[src/sv/second_order_resonator_filter_macros.svh]
// ----------------------------------------------------------------------------
// second_order_resonator_filter_macros
// Assertion macros for the resonator filter; empty when SYNTH is defined.
// ----------------------------------------------------------------------------
`ifndef SECOND_ORDER_RESONATOR_FILTER_MACROS_SVH
`define SECOND_ORDER_RESONATOR_FILTER_MACROS_SVH

`ifndef SYNTH

// same-cycle implication
`define SORF_ASSERT_SAME(label, clk, rst_n, ante, cons) \
  label: assert property (@(posedge clk) disable iff (!rst_n) (ante) |-> (cons)) \
    else $error("sorf assertion failed");

// next-cycle implication
`define SORF_ASSERT_NEXT(label, clk, rst_n, ante, cons) \
  label: assert property (@(posedge clk) disable iff (!rst_n) (ante) |=> (cons)) \
    else $error("sorf assertion failed");

`else

`define SORF_ASSERT_SAME(label, clk, rst_n, ante, cons)

`define SORF_ASSERT_NEXT(label, clk, rst_n, ante, cons)

`endif

`endif

[src/sv/sorf_pkg.sv]
// ----------------------------------------------------------------------------
// sorf_pkg
// Types and constants shared by the resonator filter modules.
// ----------------------------------------------------------------------------
package sorf_pkg;

  localparam int COEF_W    = 32;
  localparam int OP_W      = 32;
  localparam int PROD_W    = COEF_W + OP_W;
  localparam int ACC_W     = PROD_W + 2;
  localparam int CFG_IDX_W = 3;
  localparam int MODE_W    = 2;

  localparam logic [MODE_W-1:0] MODE_RESONATOR  = 2'd0;
  localparam logic [MODE_W-1:0] MODE_ANTI       = 2'd1;
  localparam logic [MODE_W-1:0] MODE_CONST_GAIN = 2'd2;

  localparam logic [CFG_IDX_W-1:0] REG_FILTER_MODE = 3'd0;
  localparam logic [CFG_IDX_W-1:0] REG_GAIN        = 3'd1;
  localparam logic [CFG_IDX_W-1:0] REG_FIRST_FB    = 3'd2;
  localparam logic [CFG_IDX_W-1:0] REG_SECOND_FB   = 3'd3;
  localparam logic [CFG_IDX_W-1:0] REG_ZERO        = 3'd4;

  localparam logic [COEF_W-1:0] GAIN_RESET = 32'h0100_0000;

  typedef struct packed {
    logic [MODE_W-1:0] mode;
    logic [COEF_W-1:0] a;
    logic [COEF_W-1:0] b;
    logic [COEF_W-1:0] c;
    logic [COEF_W-1:0] d;
  } cfg_regs_t;

  typedef enum logic [3:0] {
    ST_IDLE,
    ST_INNER_MUL1,
    ST_INNER_MUL2,
    ST_INNER_ACC,
    ST_INNER_RND,
    ST_MUL_A,
    ST_MUL_B,
    ST_MUL_C,
    ST_ACC_LAST,
    ST_FIN
  } state_t;

  typedef enum logic [2:0] {
    MUL_A_X,
    MUL_A_INNER,
    MUL_B_Y1,
    MUL_C_Y2,
    MUL_B_X1,
    MUL_C_X2,
    MUL_D_X2
  } mul_sel_t;

  typedef enum logic [2:0] {
    ACC_HOLD,
    ACC_CLR,
    ACC_LOAD_X,
    ACC_ADD,
    ACC_SUB
  } acc_op_t;

  typedef struct packed {
    logic     load;
    acc_op_t  acc_op;
    mul_sel_t mul_sel;
    logic     inner_rnd;
    logic     fin;
  } ctrl_cmd_t;

  typedef struct packed {
    logic out_free;
  } dp_status_t;

endpackage

[src/sv/second_order_resonator_filter.sv]
// resonator mode (and mode 3): y = a*x + b*y1 + c*y2, summed in one accumulator and rounded
// anti-resonator: a*(x - b*x1 - c*x2), no feedback; constant-gain: a*(x + d*x2) + b*y1 + c*y2
// all products go through the single shared 32x32 multiplier, one product per cycle
// a waiting result holds the sequencer in its final step; no new item is taken until it leaves
// synchronous reset clears history, output valid and sequencer; coefficients go to reset values
// ----------------------------------------------------------------------------
// second_order_resonator_filter
// Second-order resonator, anti-resonator and constant-gain resonator, Q8.24.
// ----------------------------------------------------------------------------
`include "second_order_resonator_filter_macros.svh"

module second_order_resonator_filter #(
  parameter int SAMPLE_BITS    = 16,
  parameter int COEF_FRAC_BITS = 24
) (
  input  logic                           clk,
  input  logic                           rst_n,
  input  logic                           in_valid,
  output logic                           in_ready,
  input  logic signed [SAMPLE_BITS-1:0]  in_sample_in,
  input  logic                           in_channel_start,
  output logic                           out_valid,
  input  logic                           out_ready,
  output logic signed [SAMPLE_BITS-1:0]  out_sample_out,
  output logic                           out_clipped,
  input  logic                           cfg_valid,
  output logic                           cfg_ready,
  input  logic [sorf_pkg::CFG_IDX_W-1:0] cfg_index,
  input  logic [sorf_pkg::COEF_W-1:0]    cfg_data
);
  import sorf_pkg::*;

  cfg_regs_t  cfg;
  ctrl_cmd_t  cmd;
  dp_status_t status;

  assign cfg_ready = rst_n;

  sorf_regs u_regs (
    .clk      (clk),
    .rst_n    (rst_n),
    .wr_en    (cfg_valid && cfg_ready),
    .wr_index (cfg_index),
    .wr_data  (cfg_data),
    .cfg      (cfg)
  );

  sorf_ctrl u_ctrl (
    .clk      (clk),
    .rst_n    (rst_n),
    .in_valid (in_valid),
    .in_ready (in_ready),
    .mode     (cfg.mode),
    .status   (status),
    .cmd      (cmd)
  );

  sorf_dp #(
    .SAMPLE_BITS    (SAMPLE_BITS),
    .COEF_FRAC_BITS (COEF_FRAC_BITS)
  ) u_dp (
    .clk              (clk),
    .rst_n            (rst_n),
    .cmd              (cmd),
    .cfg              (cfg),
    .in_sample        (in_sample_in),
    .in_channel_start (in_channel_start),
    .out_ready        (out_ready),
    .out_valid        (out_valid),
    .out_sample       (out_sample_out),
    .out_clipped      (out_clipped),
    .status           (status)
  );

  // one item in flight at a time
  `SORF_ASSERT_NEXT(a_busy_after_accept, clk, rst_n, in_valid && in_ready, !in_ready)
  // a new result only shows up at the end of an item's work
  `SORF_ASSERT_SAME(a_result_from_item, clk, rst_n, $rose(out_valid), $past(!in_ready))

endmodule

[src/sv/sorf_regs.sv]
// ----------------------------------------------------------------------------
// sorf_regs
// Configuration register file: filter mode and the four coefficients.
// ----------------------------------------------------------------------------
module sorf_regs (
  input  logic                           clk,
  input  logic                           rst_n,
  input  logic                           wr_en,
  input  logic [sorf_pkg::CFG_IDX_W-1:0] wr_index,
  input  logic [sorf_pkg::COEF_W-1:0]    wr_data,
  output sorf_pkg::cfg_regs_t            cfg
);
  import sorf_pkg::*;

  cfg_regs_t cfg_r, cfg_nxt;

  always_comb begin
    cfg_nxt = cfg_r;
    if (wr_en) begin
      case (wr_index)
        REG_FILTER_MODE: cfg_nxt.mode = wr_data[MODE_W-1:0];
        REG_GAIN:        cfg_nxt.a    = wr_data;
        REG_FIRST_FB:    cfg_nxt.b    = wr_data;
        REG_SECOND_FB:   cfg_nxt.c    = wr_data;
        REG_ZERO:        cfg_nxt.d    = wr_data;
        default:         cfg_nxt      = cfg_r;
      endcase
    end
  end

  always_ff @(posedge clk) begin
    if (!rst_n) begin
      cfg_r.mode <= MODE_RESONATOR;
      cfg_r.a    <= GAIN_RESET;
      cfg_r.b    <= '0;
      cfg_r.c    <= '0;
      cfg_r.d    <= '0;
    end else begin
      cfg_r <= cfg_nxt;
    end
  end

  assign cfg = cfg_r;

endmodule

[src/sv/sorf_dp.sv]
// ----------------------------------------------------------------------------
// sorf_dp
// Datapath: shared multiplier, accumulator, rounding, history and result.
// ----------------------------------------------------------------------------
module sorf_dp #(
  parameter int SAMPLE_BITS    = 16,
  parameter int COEF_FRAC_BITS = 24
) (
  input  logic                          clk,
  input  logic                          rst_n,
  input  sorf_pkg::ctrl_cmd_t           cmd,
  input  sorf_pkg::cfg_regs_t           cfg,
  input  logic signed [SAMPLE_BITS-1:0] in_sample,
  input  logic                          in_channel_start,
  input  logic                          out_ready,
  output logic                          out_valid,
  output logic signed [SAMPLE_BITS-1:0] out_sample,
  output logic                          out_clipped,
  output sorf_pkg::dp_status_t          status
);
  import sorf_pkg::*;

  localparam logic signed [ACC_W-1:0] RND_HALF  = ACC_W'(1) <<< (COEF_FRAC_BITS - 1);
  localparam logic signed [ACC_W-1:0] INNER_MAX = (ACC_W'(1) <<< (OP_W - 1)) - ACC_W'(1);
  localparam logic signed [ACC_W-1:0] INNER_MIN = -INNER_MAX - ACC_W'(1);
  localparam logic signed [ACC_W-1:0] OUT_MAX   =
    (ACC_W'(1) <<< (SAMPLE_BITS - 1)) - ACC_W'(1);
  localparam logic signed [ACC_W-1:0] OUT_MIN   = -OUT_MAX - ACC_W'(1);

  logic signed [SAMPLE_BITS-1:0] x_r, x1_r, x2_r, y1_r, y2_r;
  logic signed [SAMPLE_BITS-1:0] x_nxt, x1_nxt, x2_nxt, y1_nxt, y2_nxt;
  logic signed [OP_W-1:0]        inner_r, inner_nxt;
  logic signed [PROD_W-1:0]      prod_r, prod_nxt;
  logic signed [ACC_W-1:0]       acc_r, acc_nxt;
  logic                          clip_r, clip_nxt;
  logic                          out_valid_r, out_valid_nxt;
  logic signed [SAMPLE_BITS-1:0] out_sample_r, out_sample_nxt;
  logic                          out_clip_r, out_clip_nxt;

  logic signed [COEF_W-1:0]      coef_op;
  logic signed [OP_W-1:0]        samp_op;
  logic signed [ACC_W-1:0]       tot, q;
  logic signed [SAMPLE_BITS-1:0] y_sat;
  logic signed [OP_W-1:0]        inner_sat;
  logic                          inner_clip, y_clip;

  // operand select for the shared multiplier
  always_comb begin
    case (cmd.mul_sel)
      MUL_A_X:     begin coef_op = $signed(cfg.a); samp_op = OP_W'(x_r);  end
      MUL_A_INNER: begin coef_op = $signed(cfg.a); samp_op = inner_r;     end
      MUL_B_Y1:    begin coef_op = $signed(cfg.b); samp_op = OP_W'(y1_r); end
      MUL_C_Y2:    begin coef_op = $signed(cfg.c); samp_op = OP_W'(y2_r); end
      MUL_B_X1:    begin coef_op = $signed(cfg.b); samp_op = OP_W'(x1_r); end
      MUL_C_X2:    begin coef_op = $signed(cfg.c); samp_op = OP_W'(x2_r); end
      MUL_D_X2:    begin coef_op = $signed(cfg.d); samp_op = OP_W'(x2_r); end
      default:     begin coef_op = $signed(cfg.a); samp_op = OP_W'(x_r);  end
    endcase
    prod_nxt = PROD_W'(coef_op) * PROD_W'(samp_op);
  end

  // round half up, then clamp to inner and sample ranges
  always_comb begin
    tot = acc_r + RND_HALF;
    q   = tot >>> COEF_FRAC_BITS;

    inner_clip = 1'b1;
    if (q > INNER_MAX) begin
      inner_sat = INNER_MAX[OP_W-1:0];
    end else if (q < INNER_MIN) begin
      inner_sat = INNER_MIN[OP_W-1:0];
    end else begin
      inner_sat  = q[OP_W-1:0];
      inner_clip = 1'b0;
    end

    y_clip = 1'b1;
    if (q > OUT_MAX) begin
      y_sat = OUT_MAX[SAMPLE_BITS-1:0];
    end else if (q < OUT_MIN) begin
      y_sat = OUT_MIN[SAMPLE_BITS-1:0];
    end else begin
      y_sat  = q[SAMPLE_BITS-1:0];
      y_clip = 1'b0;
    end
  end

  always_comb begin
    case (cmd.acc_op)
      ACC_CLR:    acc_nxt = '0;
      ACC_LOAD_X: acc_nxt = ACC_W'(in_sample) <<< COEF_FRAC_BITS;
      ACC_ADD:    acc_nxt = acc_r + ACC_W'(prod_r);
      ACC_SUB:    acc_nxt = acc_r - ACC_W'(prod_r);
      default:    acc_nxt = acc_r;
    endcase
  end

  always_comb begin
    x_nxt          = x_r;
    x1_nxt         = x1_r;
    x2_nxt         = x2_r;
    y1_nxt         = y1_r;
    y2_nxt         = y2_r;
    inner_nxt      = inner_r;
    clip_nxt       = clip_r;
    out_valid_nxt  = out_valid_r && !out_ready;
    out_sample_nxt = out_sample_r;
    out_clip_nxt   = out_clip_r;

    if (cmd.load) begin
      x_nxt    = in_sample;
      clip_nxt = 1'b0;
      if (in_channel_start) begin
        x1_nxt = '0;
        x2_nxt = '0;
        y1_nxt = '0;
        y2_nxt = '0;
      end
    end

    if (cmd.inner_rnd) begin
      inner_nxt = inner_sat;
      clip_nxt  = clip_r | inner_clip;
    end

    if (cmd.fin) begin
      out_valid_nxt  = 1'b1;
      out_sample_nxt = y_sat;
      out_clip_nxt   = clip_r | y_clip;
      y2_nxt         = y1_r;
      y1_nxt         = y_sat;
      x2_nxt         = x1_r;
      x1_nxt         = x_r;
    end
  end

  always_ff @(posedge clk) begin
    if (!rst_n) begin
      x1_r        <= '0;
      x2_r        <= '0;
      y1_r        <= '0;
      y2_r        <= '0;
      out_valid_r <= 1'b0;
    end else begin
      x1_r        <= x1_nxt;
      x2_r        <= x2_nxt;
      y1_r        <= y1_nxt;
      y2_r        <= y2_nxt;
      out_valid_r <= out_valid_nxt;
    end
  end

  always_ff @(posedge clk) begin
    x_r          <= x_nxt;
    inner_r      <= inner_nxt;
    prod_r       <= prod_nxt;
    acc_r        <= acc_nxt;
    clip_r       <= clip_nxt;
    out_sample_r <= out_sample_nxt;
    out_clip_r   <= out_clip_nxt;
  end

  assign out_valid       = out_valid_r;
  assign out_sample      = out_sample_r;
  assign out_clipped     = out_clip_r;
  assign status.out_free = !out_valid_r || out_ready;

endmodule

[src/sv/sorf_ctrl.sv]
// ----------------------------------------------------------------------------
// sorf_ctrl
// Sequencer: steps one item through the shared multiplier per filter mode.
// ----------------------------------------------------------------------------
module sorf_ctrl (
  input  logic                        clk,
  input  logic                        rst_n,
  input  logic                        in_valid,
  output logic                        in_ready,
  input  logic [sorf_pkg::MODE_W-1:0] mode,
  input  sorf_pkg::dp_status_t        status,
  output sorf_pkg::ctrl_cmd_t         cmd
);
  import sorf_pkg::*;

  state_t state_r, state_nxt;
  logic   is_anti, is_cg, has_inner;

  assign is_anti   = (mode == MODE_ANTI);
  assign is_cg     = (mode == MODE_CONST_GAIN);
  assign has_inner = is_anti || is_cg;

  always_ff @(posedge clk) begin
    if (!rst_n) begin
      state_r <= ST_IDLE;
    end else begin
      state_r <= state_nxt;
    end
  end

  always_comb begin
    state_nxt     = state_r;
    in_ready      = 1'b0;
    cmd.load      = 1'b0;
    cmd.acc_op    = ACC_HOLD;
    cmd.mul_sel   = MUL_A_X;
    cmd.inner_rnd = 1'b0;
    cmd.fin       = 1'b0;

    case (state_r)
      ST_IDLE: begin
        in_ready = rst_n;
        if (in_valid && rst_n) begin
          cmd.load   = 1'b1;
          cmd.acc_op = has_inner ? ACC_LOAD_X : ACC_CLR;
          state_nxt  = has_inner ? ST_INNER_MUL1 : ST_MUL_A;
        end
      end
      ST_INNER_MUL1: begin
        cmd.mul_sel = is_anti ? MUL_B_X1 : MUL_D_X2;
        state_nxt   = is_anti ? ST_INNER_MUL2 : ST_INNER_ACC;
      end
      ST_INNER_MUL2: begin
        cmd.mul_sel = MUL_C_X2;
        cmd.acc_op  = ACC_SUB;
        state_nxt   = ST_INNER_ACC;
      end
      ST_INNER_ACC: begin
        cmd.acc_op = is_anti ? ACC_SUB : ACC_ADD;
        state_nxt  = ST_INNER_RND;
      end
      ST_INNER_RND: begin
        cmd.inner_rnd = 1'b1;
        cmd.acc_op    = ACC_CLR;
        state_nxt     = ST_MUL_A;
      end
      ST_MUL_A: begin
        cmd.mul_sel = has_inner ? MUL_A_INNER : MUL_A_X;
        // anti-resonator has no output feedback
        state_nxt   = is_anti ? ST_ACC_LAST : ST_MUL_B;
      end
      ST_MUL_B: begin
        cmd.mul_sel = MUL_B_Y1;
        cmd.acc_op  = ACC_ADD;
        state_nxt   = ST_MUL_C;
      end
      ST_MUL_C: begin
        cmd.mul_sel = MUL_C_Y2;
        cmd.acc_op  = ACC_ADD;
        state_nxt   = ST_ACC_LAST;
      end
      ST_ACC_LAST: begin
        cmd.acc_op = ACC_ADD;
        state_nxt  = ST_FIN;
      end
      ST_FIN: begin
        if (status.out_free) begin
          cmd.fin   = 1'b1;
          state_nxt = ST_IDLE;
        end
      end
      default: state_nxt = ST_IDLE;
    endcase
  end

endmodule
[config.mk]
export PLATFORM = sky130hd
export DESIGN_NAME = second_order_resonator_filter
export DESIGN_NICKNAME = d
export VERILOG_FILES = /design/src/sv/sorf_pkg.sv /design/src/sv/second_order_resonator_filter.sv /design/src/sv/sorf_regs.sv /design/src/sv/sorf_dp.sv /design/src/sv/sorf_ctrl.sv
export VERILOG_INCLUDE_DIRS = /design/src /design/src/sv
export SDC_FILE = /design/constraint.sdc
export NUM_CORES = 2
export LEC_CHECK = 0
export ABC_AREA = 1
export BUFFER_PORTS_ARGS = -buffer_cell sky130_fd_sc_hd__buf_2
export CAP_MARGIN = 0
export CORE_MARGIN = 2
export CORE_UTILIZATION = 40
export CTS_BUF_LIST = sky130_fd_sc_hd__clkbuf_8
export DETAILED_ROUTE_END_ITERATION = 8
export PLACE_DENSITY_LB_ADDON = 0.3
export SETUP_SLACK_MARGIN = 0.3
export SLEW_MARGIN = 40
export SYNTH_ARGS = -nofsm -noshare
export SYNTH_HDL_FRONTEND = slang
export SYNTH_SLANG_ARGS = --single-unit
[constraint.sdc]
create_clock -name clk -period 12.6 [get_ports clk]
set_input_delay 0.63 -clock clk [delete_from_list [all_inputs] [get_ports clk]]
set_output_delay 0.63 -clock clk [all_outputs]
set_load 0.05 [all_outputs]
======== Word level (Yosys, flattened, before mapping) ========
Cells that the tools add are included.
cells by class
  $add $sub $neg .......................... 3
  $mul .................................... 1
  $lt $le $gt $ge ......................... 4
  equality and inequality tests ........... 27
  muxes and demuxes ....................... 37
  bitwise logic cells ..................... 2
  reduce and logical (&&, ||, !) cells .... 24
operator list
  kind                    number
  $pmux 66 s4             1
  $pmux 32 s5             1
  $mux 16                 8
  $pmux 32 s3             1
  $add 66x25->66 const B  1
  $add 66x64->66          1
  $sub 66x64->66          1
  $mul 32x32->64          1
  $gt 42x16->1 const B    1
  $gt 42x32->1 const B    1
  $lt 42x16->1 const B    1
  $lt 42x32->1 const B    1
  $pmux 4 s10             1
  $mux 32                 1
  $pmux 3 s5              2
  $eq 3x2->1 const B      6
  $eq 4x3->1 const B      4
  $mux 4                  4
  $eq 3x3->1 const B      5
  $mux 1                  14
  $reduce_and 2->1        7
  $eq 3x1->1 const B      3
  $eq 4x2->1 const B      2
  $eq 4x4->1 const B      2
  17 further kinds        28
word-level totals
  bits in registers ....................... 395
  output and inout port bits .............. 20

======== Longest topological paths before layout ========
  depth after elaboration ................. 8
  gate-level depth with buffers ........... 47
  mapped depth without buffers ............ 45

======== Hierarchy ========
From an unflattened synthesis, not the netlist that was laid out.
second synthesis, totals
  cell total of the unflattened synthesis .. 7583
  area, all modules ....................... 59425.7 µm²
modules (own cells, without submodules)
  module                         times used  cells each  area each (µm²)  seq. area each (µm²)
  sorf_dp                        1           6750        53729.0          6546.3
  sorf_regs                      1           754         5278.8           2602.5
  sorf_ctrl                      1           76          402.9            80.1
  second_order_resonator_filter  1           3           15.0             0.0

======== Worst setup path before layout ========
Ideal clock, no wire load.
  path kind ............................... reg-to-reg
  start point ............................. reg u_ctrl.state_r[3]
  end point ............................... reg u_dp.prod_r[63]
  library setup time ...................... 0.113 ns
  data arrival time ....................... 8.514 ns
  data required time ...................... 12.487 ns
  path slack .............................. 3.973 ns
  cell stages (with the launch flop) ...... 38
  clock period less this slack ............ 8.627 ns
  cells stage by stage .................... dfxtp_1 nor2_1 inv_2 nor2_2 inv_2 nand2_2 inv_2 nand2_2 buf_1 o2111ai_1 nand2_1 buf_2 nor2_1 fa_1 inv_1 fa_1 inv_1 fa_1 [2 not listed] fa_1 inv_1 fa_1 inv_1 fa_1 inv_1 fa_1 ha_1 a21oi_1 inv_1 a21oi_1 inv_1 nand2_1 o311ai_0 nor3_1 a21oi_1 nor2_1 nor2_1
between the ends
  longest elaborated chain between the ends .. 6
  elaborated cells between the ends (all ways) .. 18
  classes of those cells .................. 1 x mul; 11 x eq/ne; 3 x mux; 3 x reduce/logical
RTL lines
  item                                               line             source
  start, declared                                    sorf_ctrl.sv:16  state_t state_r, state_nxt;
  start signal, assigned                             sorf_ctrl.sv:27  state_r <= state_nxt;
  $eq 4x3->1 (tied with other cells)                 sorf_ctrl.sv:40  case (state_r)
  $pmux 3 s5 *                                       sorf_ctrl.sv:40
  $eq 3x3->1 / $eq 3x2->1 (equally long branches)    sorf_dp.sv:49    case (cmd.mul_sel)
  $reduce_or 2->1 (no source line)                   -
  $pmux 32 s5 / $pmux 32 s3 (equally long branches)  sorf_dp.sv:49
  $mul 32x32->64 *                                   sorf_dp.sv:59    prod_nxt = PROD_W'(coef_op) * PROD_W'(samp_op);
  named net u_dp.prod_nxt[63]                        sorf_dp.sv:33    logic signed [PROD_W-1:0] prod_r, prod_nxt;
  end signal, assigned                               sorf_dp.sv:156   prod_r <= prod_nxt;
  end, declared                                      sorf_dp.sv:33
Mark *: on every way through the listed nets, which the timed path passes. The rest lies on a longest branch.
A chain may end at the register's enable or synchronous reset.

======== Worst setup path in the final report ========
  start point ............................. reg u_ctrl.state_r[2]
  end point ............................... reg u_dp.prod_r[54]
The elaborated chain is that of the path after synthesis.

==> impl_metrics.prom <==
# TYPE chip_impl_metric gauge
chip_impl_info{name="run_status",value="completed"} 1
chip_impl_info{name="worst_path_most_repeated_cell",value="sky130_fd_sc_hd__fa_1"} 1
chip_impl_metric{name="syn_inst",unit=""} 7289
chip_impl_metric{name="reg_to_reg_slack_setup",unit="ns"} 2.09
chip_impl_metric{name="grt_pass1_wl",unit="um"} 305000
chip_impl_metric{name="port_buffers",unit=""} 76
chip_impl_metric{name="post_drt_wl_per_cell",unit="um"} 21.4
chip_impl_metric{name="critical_path_required",unit="ns"} 13.17
chip_impl_metric{name="timing_max_transition_violations_final",unit=""} 0
chip_impl_info{name="timing.critical_path.from_type",value="flop"} 1
chip_impl_metric{name="detailedRoute.firstIterationViolations",unit=""} 4092
chip_impl_metric{name="fmax",unit="MHz"} 95.1
chip_impl_metric{name="die_height",unit="um"} 385
chip_impl_metric{name="postSynthNetCount",unit=""} 8681
chip_impl_metric{name="dr_wl_met2",unit="um"} 89800
chip_impl_metric{name="finalCriticalPeriod",unit="ns"} 10.51
chip_impl_metric{name="floorplan.io_pins",unit=""} 77
chip_impl_metric{name="nNetsFinal",unit=""} 8666
chip_impl_metric{name="proportion_of_register_bits_with_asynchronous_set_or_reset_after_synthesis",unit="%"} 0
chip_impl_metric{name="critical_path.max_fanout",unit=""} 25
chip_impl_metric{name="post_drt_via_cell_ratio",unit=""} 5.26
chip_impl_metric{name="finalWirelength",unit="um"} 198000
chip_impl_metric{name="ys_seq_elements",unit=""} 395
chip_impl_metric{name="max-clock-path-buffers",unit=""} 3
chip_impl_info{name="critical_path_class",value="reg -> reg"} 1
chip_impl_metric{name="cts.repair_timing.setup_buffer_count",unit=""} 0
chip_impl_metric{name="clock_sink_count",unit=""} 395
chip_impl_metric{name="yosysSeqAreaShare",unit="%"} 15.9
chip_impl_metric{name="ys_warn_count",unit=""} 0
chip_impl_metric{name="vias_in_the_first_global_route",unit=""} 50300
chip_impl_metric{name="drc",unit=""} 0
chip_impl_metric{name="gpl_wtd_cong",unit=""} 0.992
chip_impl_info{name="clock_tree.root_cell",value="sky130_fd_sc_hd__clkbuf_8"} 1
chip_impl_metric{name="holdBufCountCts",unit=""} 0
chip_impl_metric{name="post_synthesis_cell_area",unit="sq um"} 58200
chip_impl_metric{name="antenna_found_initial",unit=""} 5
chip_impl_metric{name="setup-violations-final",unit=""} 0
chip_impl_metric{name="skew",unit="ns"} 0.0702
chip_impl_info{name="setup.worst_path.end_class",value="flop"} 1
chip_impl_metric{name="initial_core_util",unit="%"} 40.4
chip_impl_info{name="cts_tree",value="built"} 1
chip_impl_metric{name="worst-endpoint-arrival",unit="ns"} 11.08
chip_impl_metric{name="final_hold_viol_count",unit=""} 0
chip_impl_metric{name="crit_path_max_incr_delay",unit="ns"} 0.68
chip_impl_info{name="slowest_stage",value="sky130_fd_sc_hd__inv_2"} 1
chip_impl_metric{name="synth-edff-count",unit=""} 132
chip_impl_metric{name="min_period_over_period",unit="%"} 83.4
chip_impl_metric{name="worst_skew_pair.late_latency",unit="ns"} 0.75
chip_impl_metric{name="worst_slew_margin_rel",unit="%"} 39.3
chip_impl_metric{name="setup_total_negative_slack",unit="ns"} 0
chip_impl_metric{name="grt_max_degree",unit=""} 124
chip_impl_metric{name="place_worst_setup_slack",unit="ns"} 2.27
chip_impl_metric{name="floorplan.core_area",unit="sq um"} 144000
chip_impl_metric{name="detailed_route_wire_length_on_metal_1",unit="um"} 82700
chip_impl_metric{name="synthDistinctLibCells",unit=""} 53
chip_impl_metric{name="global_route.overflow_total",unit=""} 0
chip_impl_metric{name="final_layout_size_suffix_gt1_share",unit="%"} 5.80
chip_impl_metric{name="antenna_left",unit=""} 0
chip_impl_metric{name="timing_worst_slew_pin_value",unit="ns"} 0.908
chip_impl_info{name="top_signal_layer_used",value="met5"} 1
chip_impl_metric{name="design.die.area",unit="sq um"} 149000
chip_impl_metric{name="final_critical_path_setup_slack",unit="ns"} 2.09
chip_impl_metric{name="die_x",unit="um"} 385
chip_impl_metric{name="dr.pass1.iters",unit=""} 8
chip_impl_metric{name="met3_wirelength",unit="um"} 15900
chip_impl_info{name="synth-main-ff-cell",value="sky130_fd_sc_hd__dfxtp_1"} 1
chip_impl_metric{name="route.vias.total",unit=""} 48600
chip_impl_metric{name="cts_made_buffers",unit=""} 77
chip_impl_metric{name="post_cts.resized_instances",unit=""} 0
chip_impl_metric{name="dp_hpwl",unit="um"} 161000
chip_impl_metric{name="grt_resource_usage_total",unit="%"} 27.1
chip_impl_metric{name="cts.reportedPaths.clkPinSlew",unit="ns"} 0.06
chip_impl_metric{name="cts.htree.levels",unit=""} 3
chip_impl_info{name="rsz0062_at_grt",value="no"} 1
chip_impl_metric{name="max_cap_violations",unit=""} 0
chip_impl_info{name="hold_path_class",value="in -> reg"} 1
chip_impl_metric{name="area_growth",unit="%"} 6.76
chip_impl_metric{name="syn-mean-instance-area",unit="sq um"} 7.99
chip_impl_metric{name="rows",unit=""} 139
==> per-layer routing <==
metal | vias to the layer above | track usage, %
li1 | 22000 | -
met1 | 24300 | 36.3
met2 | 1879 | 43.0
met3 | 406 | 4.95
met4 | 6 | 11.6
met5 | - | 0
==> area by class of cell <==
class                      instances  area, sq um
multi-input combinational       5240        42600
inverter                        1390         5220
tap                             1903         2380
clock buffer                      85         1170
antenna                            2         5.00
fill                           14600        81900
sequential                       395         9230
clock inverter                    53          370
timing repair buffer             170         1120
==> cells in the mapped netlist (all sizes together), types with 25 or more instances <==
library cell	n	share of area, %
or2	26	0.28
a21oi	294	2.5
fa	1083	37
a221oi	25	0.41
nand3	138	1.2
nor2	1169	7.6
edfxtp	132	6.8
inv	1390	9.0
ha	252	5.4
nor3	39	0.34
buf	167	1.5
a31oi	26	0.28
dfxtp	263	9.0
xor2	109	1.6
o21ai	257	2.3
nand2	1518	9.8
o21a	28	0.36
o21bai	26	0.34
clkbuf	97	0.63
nand4	42	0.46
xnor2	64	0.96
==> per-stage QoR <==
stage                     util, %  hold slack (ns)  cells  area (sq um)
after floorplan                 -            0.421   7289         58200
after global placement       42.0            0.432   9096         60500
after detailed placement     42.1            0.438   9097         60600
after CTS                    43.1           0.0943   9235         62100
after global routing         43.1            0.150   9237         62100
final                        43.2            0.155   9238         62100
==> worst max-delay path, delay by kind of cell (launching register included) <==
| family | cells | cell delay (ns) |
|---|---|---|
| AO/OA/AOI/OAI | 2 | 0.54 |
| XOR/XNOR | 1 | 0.16 |
| adder cells (fa/ha/maj) | 9 | 4.53 |
| buffers and inverters | 11 | 2.02 |
| flip-flops | 1 | 0.36 |
| AND/OR/NAND/NOR | 13 | 2.68 |
==> flip-flops by register name, summed over array words and instances (netlist names) <==
name              cells
u_dp.out_clipped      1
u_dp.y1_r            16
u_dp.acc_r           66
u_dp.x1_r            16
u_dp.inner_r         32
u_dp.x_r             16
u_dp.prod_r          64
u_dp.x2_r            16
u_dp.out_valid        1
u_regs.cfg          130
u_dp.clip_r           1
u_ctrl.state_r        4
u_dp.y2_r            16
u_dp.out_sample      16
==> layout by cell type, fill, tap and decap left out, types with 8 or more instances in the layout <==
master	n
sky130_fd_sc_hd__nor3_1	35
sky130_fd_sc_hd__nand4_1	41
sky130_fd_sc_hd__inv_1	1347
sky130_fd_sc_hd__nor2_2	11
sky130_fd_sc_hd__buf_4	90
sky130_fd_sc_hd__a21o_1	21
sky130_fd_sc_hd__a221oi_1	24
sky130_fd_sc_hd__or2_2	26
sky130_fd_sc_hd__nand3b_1	8
sky130_fd_sc_hd__nand2_1	1500
sky130_fd_sc_hd__nor2_1	1153
sky130_fd_sc_hd__edfxtp_1	132
sky130_fd_sc_hd__o21a_1	26
sky130_fd_sc_hd__xnor2_1	64
sky130_fd_sc_hd__ha_1	252
sky130_fd_sc_hd__buf_2	75
sky130_fd_sc_hd__o211ai_1	9
sky130_fd_sc_hd__o2111ai_1	15
sky130_fd_sc_hd__clkinv_1	10
sky130_fd_sc_hd__o21bai_1	26
sky130_fd_sc_hd__a22oi_1	16
sky130_fd_sc_hd__nand3_1	137
sky130_fd_sc_hd__nor4_1	20
sky130_fd_sc_hd__clkbuf_8	85
sky130_fd_sc_hd__a21oi_1	292
sky130_fd_sc_hd__a31oi_1	26
sky130_fd_sc_hd__inv_2	67
sky130_fd_sc_hd__o31ai_1	21
sky130_fd_sc_hd__xor2_1	109
sky130_fd_sc_hd__nand2_2	16
sky130_fd_sc_hd__fa_1	1082
sky130_fd_sc_hd__a21boi_0	14
sky130_fd_sc_hd__o21ai_2	8
sky130_fd_sc_hd__o21ai_0	243
sky130_fd_sc_hd__dfxtp_1	263
==> final timing paths <==
check                    startpoint         endpoint  depth (start not counted)
hold / removal          cfg_data[3]    u_regs.cfg[3]                          3
setup / recovery  u_ctrl.state_r[2]  u_dp.prod_r[54]                         36
hold reg to reg     u_regs.cfg[120]  u_regs.cfg[120]                          2
setup reg to reg  u_ctrl.state_r[2]  u_dp.prod_r[54]                         36
==> logic make-up (layout without fill, tap and decap cells) <==
kind of cell / Yosys count / in the layout / synth area share, %
fa+ha+maj: 1335 / 1335 / 42.7
xor+xnor: 173 / 173 / 2.60
other cells: 0 / 2 / 0
compound gates: 763 / 763 / 7.61
buf+inv: 1654 / 1698 / 11.1
simple gates: 2967 / 2967 / 20.1
flops: 395 / 395 / 15.9
mux: 2 / 2 / 0.0344
Power is left out: the tool's default activity adds up to more than one toggle a clock period on the data nets, which glitch-free logic cannot reach.
